==> src/rtl/gedd_pkg.sv <==
// ============================================================================
// gedd_pkg : shared types and constants of the gray error-diffusion dither
// Fixed-point scales, luma weights, register map and the result record.
// ============================================================================
package gedd_pkg;

  // Default frame limits handed to the top level parameters
  localparam int MAX_WIDTH_DEF  = 1024;
  localparam int MAX_HEIGHT_DEF = 1024;

  // Configuration register map
  localparam int CFG_DIM_W      = 11;
  localparam int APB_DW         = 32;
  localparam int PADDR_W        = 3;
  localparam logic REG_IMAGE_WIDTH  = 1'b0;
  localparam logic REG_IMAGE_HEIGHT = 1'b1;
  localparam logic [CFG_DIM_W-1:0] IMAGE_WIDTH_RST  = 11'd320;
  localparam logic [CFG_DIM_W-1:0] IMAGE_HEIGHT_RST = 11'd240;

  // Luma weights over 256, result kept in 1/16 units
  localparam int LUMA_W0   = 77;
  localparam int LUMA_W1   = 150;
  localparam int LUMA_W2   = 29;
  localparam int GRAY_W    = 12;
  localparam int FRAC_BITS = 4;

  // Threshold 128.0 and white level 255.0 in 1/16 units
  localparam int THRESHOLD   = 2048;
  localparam int WHITE_LEVEL = 4080;

  // Diffusion weights over 16
  localparam int SHARE_RIGHT = 7;
  localparam int SHARE_DOWN  = 5;
  localparam int SHARE_DL    = 3;

  // Stored error width
  localparam int ERR_W = 16;

  // Output queue
  localparam int OUTQ_DEPTH = 3;
  localparam int OUTQ_PW    = $clog2(OUTQ_DEPTH);
  localparam int OUTQ_LW    = $clog2(OUTQ_DEPTH + 1);

  typedef struct packed {
    logic pixel_on;
    logic frame_end;
  } out_item_t;

endpackage

==> src/rtl/gedd_out_fifo.sv <==
// ============================================================================
// gedd_out_fifo : result queue
// Small register queue between the dither stage and the output channel.
// ============================================================================
module gedd_out_fifo (
  input  logic                                clk,
  input  logic                                rst_n,
  input  logic                                push,
  input  gedd_pkg::out_item_t                 push_item,
  input  logic                                out_ready,
  output logic                                out_valid,
  output gedd_pkg::out_item_t                 out_item,
  output logic [gedd_pkg::OUTQ_LW-1:0]        level
);

  gedd_pkg::out_item_t              entry [gedd_pkg::OUTQ_DEPTH];
  logic [gedd_pkg::OUTQ_PW-1:0]     wr_ptr_r;
  logic [gedd_pkg::OUTQ_PW-1:0]     rd_ptr_r;
  logic [gedd_pkg::OUTQ_LW-1:0]     level_r;
  logic                             pop;

  function automatic logic [gedd_pkg::OUTQ_PW-1:0] ptr_inc(
    input logic [gedd_pkg::OUTQ_PW-1:0] p
  );
    if (p == gedd_pkg::OUTQ_PW'(gedd_pkg::OUTQ_DEPTH - 1)) begin
      return '0;
    end
    return p + gedd_pkg::OUTQ_PW'(1);
  endfunction

  assign out_valid = (level_r != '0);
  assign pop       = out_valid && out_ready;
  assign out_item  = entry[rd_ptr_r];
  assign level     = level_r;

  always_ff @(posedge clk) begin
    if (push) begin
      entry[wr_ptr_r] <= push_item;
    end
  end

  always_ff @(posedge clk) begin
    if (!rst_n) begin
      wr_ptr_r <= '0;
      rd_ptr_r <= '0;
      level_r  <= '0;
    end else begin
      if (push) begin
        wr_ptr_r <= ptr_inc(wr_ptr_r);
      end
      if (pop) begin
        rd_ptr_r <= ptr_inc(rd_ptr_r);
      end
      level_r <= level_r + gedd_pkg::OUTQ_LW'(push) - gedd_pkg::OUTQ_LW'(pop);
    end
  end

endmodule

==> config.mk <==
export PLATFORM = sky130hd
export DESIGN_NAME = gedd_out_fifo
export DESIGN_NICKNAME = d
export VERILOG_FILES = /design/src/rtl/gedd_pkg.sv /design/src/rtl/gedd_out_fifo.sv
export SDC_FILE = /design/constraint.sdc
export NUM_CORES = 1
export LEC_CHECK = 0
export ABC_AREA = 1
export CORE_MARGIN = 1.5
export CORE_UTILIZATION = 27
export DETAILED_ROUTE_END_ITERATION = 6
export DONT_BUFFER_PORTS = 1
export PLACE_DENSITY = 0.43
export SYNTH_ARGS = -nofsm -noshare
export SYNTH_HDL_FRONTEND = slang
export SYNTH_SLANG_ARGS = --single-unit
==> constraint.sdc <==
create_clock -name clk -period 1.1 [get_ports clk]
set_input_delay 0.055 -clock clk [delete_from_list [all_inputs] [get_ports clk]]
set_output_delay 0.055 -clock clk [all_outputs]
set_load 0.005 [all_outputs]
==> impl_metrics.ini <==
[place]
dp_hpwl_um = 762
place_ws_ps = 19.9
io_buffer_count = 0
gp_congestion = 0.737
placed_area_um2 = 611

[worst_hold_path]
hp-class = input pin to register

[layout]
drive_gt1_frac = 0.147
area_growth_pct = 25.2
mostFrequentLayoutCell = inv_1
mostFrequentLayoutCells = inv_1, nand2_1, nor2_1
fin_nets = 83
n_fill_cell = 223
diodes = 0
fin_area_um2 = 703

[die]
die-area_um2 = 2360
fp-row-count = 16
die_h_um = 48.6
initial_core_util = 0.286
die_x_um = 48.6
ios = 11
coreArea_um2 = 1960

[worst_setup_path]
crit_path_end_kind = register
start_kind = register
critPathRequiredTime_ps = 1270
arrival_ps = 1200
critPathSlowestCell = dfxtp_1
slowest_delay_ps = 330
path_max_fanout = 3
crit_chain = inv_2, nand3_2, o21ai_2, ha_2, nand2_1, inv_1
crit_type = register to register
crit_buf_inv = 2
path_delay_family = flip-flops

[grt]
grt-ovfl-total = 0
antenna_found_initial = 0
grt_pass1_vias = 404
grt_usage = 0.0833
grt_max_degree = 9
grt_pass1_wl_um = 1520

[routing]
drc = 0
avgViaCountPerCell = 4.15
wl_met2_um = 466
drt_iter0_drc = 5
vias = 423
route.met3.wl_um = 46
drt-total-wl_um = 955
antenna_left = 0
wl_met1_um = 433
wl_per_cell_um = 9.36
top_layer = met4
drt_pass1_iterations = 4

[sta]
rsz0062_at_grt = false
slew_headroom = 0.863
slew_violations = 0
hold_viol = 0
min_period_over_period = 0.931
worst_slack_ps = 75.5
setup_viol = 0
max_freq_mhz = 976
skew_ps = 1.20
worst_pin_slew_ps = 205
holdWs_ps = 39.0
min_period_ps = 1020
finalSetupTns_ps = 0

[cts]
clk_latency_ps = 270
clkTransAtPathRegs_ps = 80
clock_path_buffers = 2
cts_made_buffers = 3
cts_tree = yes
post-cts-setup-buffers = 0
root_buffer = clkbuf_4
h-tree-depth = 1
clock-sinks = 14

[status]
status = complete, no violations

[power_and_ir_drop]
peakVddDrop_uv = 521
p_sw_mw = 0.244
combinationalPowerShare = 0.129
power_density_nw_per_um2 = 1440
p_int_mw = 0.770
p_sw_frac = 0.241
leakage_nw = 0.294
power_frac_clock = 0.288
power_frac_seq = 0.584

[synth]
netlist_instances = 64
synth_fp_nets = 71
yosysUniqueCellTypes = 12
syn_area_um2 = 562
synth.ff_latch_count = 14
ys_warn_count = 0
synth.avg_cell_area_um2 = 8.78
yosysSeqAreaShare = 0.606

[run]
drv_cap = 0
cell type report:
| type | count | area [µm²] | area share |
|---|---|---|---|
| flip-flops and latches | 14 | 340 | 0.484 |
| multi-input cells | 37 | 189 | 0.269 |
| repair buffers | 7 | 65.1 | 0.0925 |
| inverters | 13 | 48.8 | 0.0694 |
| well taps | 27 | 33.8 | 0.0480 |
| clock buffers | 4 | 26.3 | 0.0374 |
power by group through the flow:
stage	Combinational [mW]	Clock, mW	Sequential, mW
5_1_grt	0.148	0.328	0.597
4_1_cts	0.128	0.312	0.591
3_5_place_dp	0.107	0	0.604
2_1_floorplan	0.0796	0	0.603
3_3_place_gp	0.104	0	0.604
6_report	0.130	0.292	0.593
cell usage after synthesis:
library cell   n  area share
a21oi_1        7       0.062
dfxtp_1        8        0.29
edfxtp_1       6        0.32
ha_1           1       0.022
inv_1         13       0.087
nand2_1       10       0.067
nand2_2        1       0.011
nand3_1        6       0.053
nor2_1         9       0.060
nor3_1         1      0.0089
o21a_1         1       0.013
o21ai_0        1      0.0089
stage by stage:
| step | instances | power [mW] | util |
|---|---|---|---|
| floorplan | 64 | 0.682 | - |
| global placement | 93 | 0.708 | 0.311 |
| finish | 102 | 1.01 | 0.358 |
| CTS | 102 | 1.03 | 0.350 |
| global route | 102 | 1.07 | 0.358 |
| detailed placement | 93 | 0.711 | 0.311 |
tightest hold or removal path: stages:
cell and delay, ps:
nand3_2 70, a21oi_1 60, nor2_1 90
kinds of logic (layout without fill, tap and decap cells):
| group | Yosys count | count (layout) | synth area share |
|---|---|---|---|
| adders and majority gates | 1 | 1 | 0.0223 |
| AOI/OAI and AO/OA | 9 | 9 | 0.0846 |
| buffers and inverters | 13 | 24 | 0.0869 |
| and+or+nand+nor | 27 | 27 | 0.200 |
| DFF | 14 | 14 | 0.606 |
per-layer routing:
| layer | track usage | vias up |
|---|---|---|
| li1 | - | 223 |
| met1 | 0.0861 | 192 |
| met2 | 0.144 | 6 |
| met3 | 0.0247 | 2 |
| met4 | 0.0571 | 0 |
| met5 | 0 | - |
worst paths after layout:
check	from	to	slack [ps]	cells past startpoint
hold / removal	out_ready	level[1]$_SDFF_PN0_	40	3
setup / recovery	level[0]$_SDFF_PN0_	level[0]$_SDFF_PN0_	80	6
setup reg to reg	level[0]$_SDFF_PN0_	level[0]$_SDFF_PN0_	80	6
hold reg to reg	wr_ptr_r[1]$_SDFFE_PN0P_	wr_ptr_r[1]$_SDFFE_PN0P_	470	2
repair_timing:
item	in CTS	in global routing
hold buffers	5	0
endpoints found under the setup margin	0	4
hold endpoints to repair	14	0
gates resized for setup	0	6
Power figures use the tool's default switching activity.
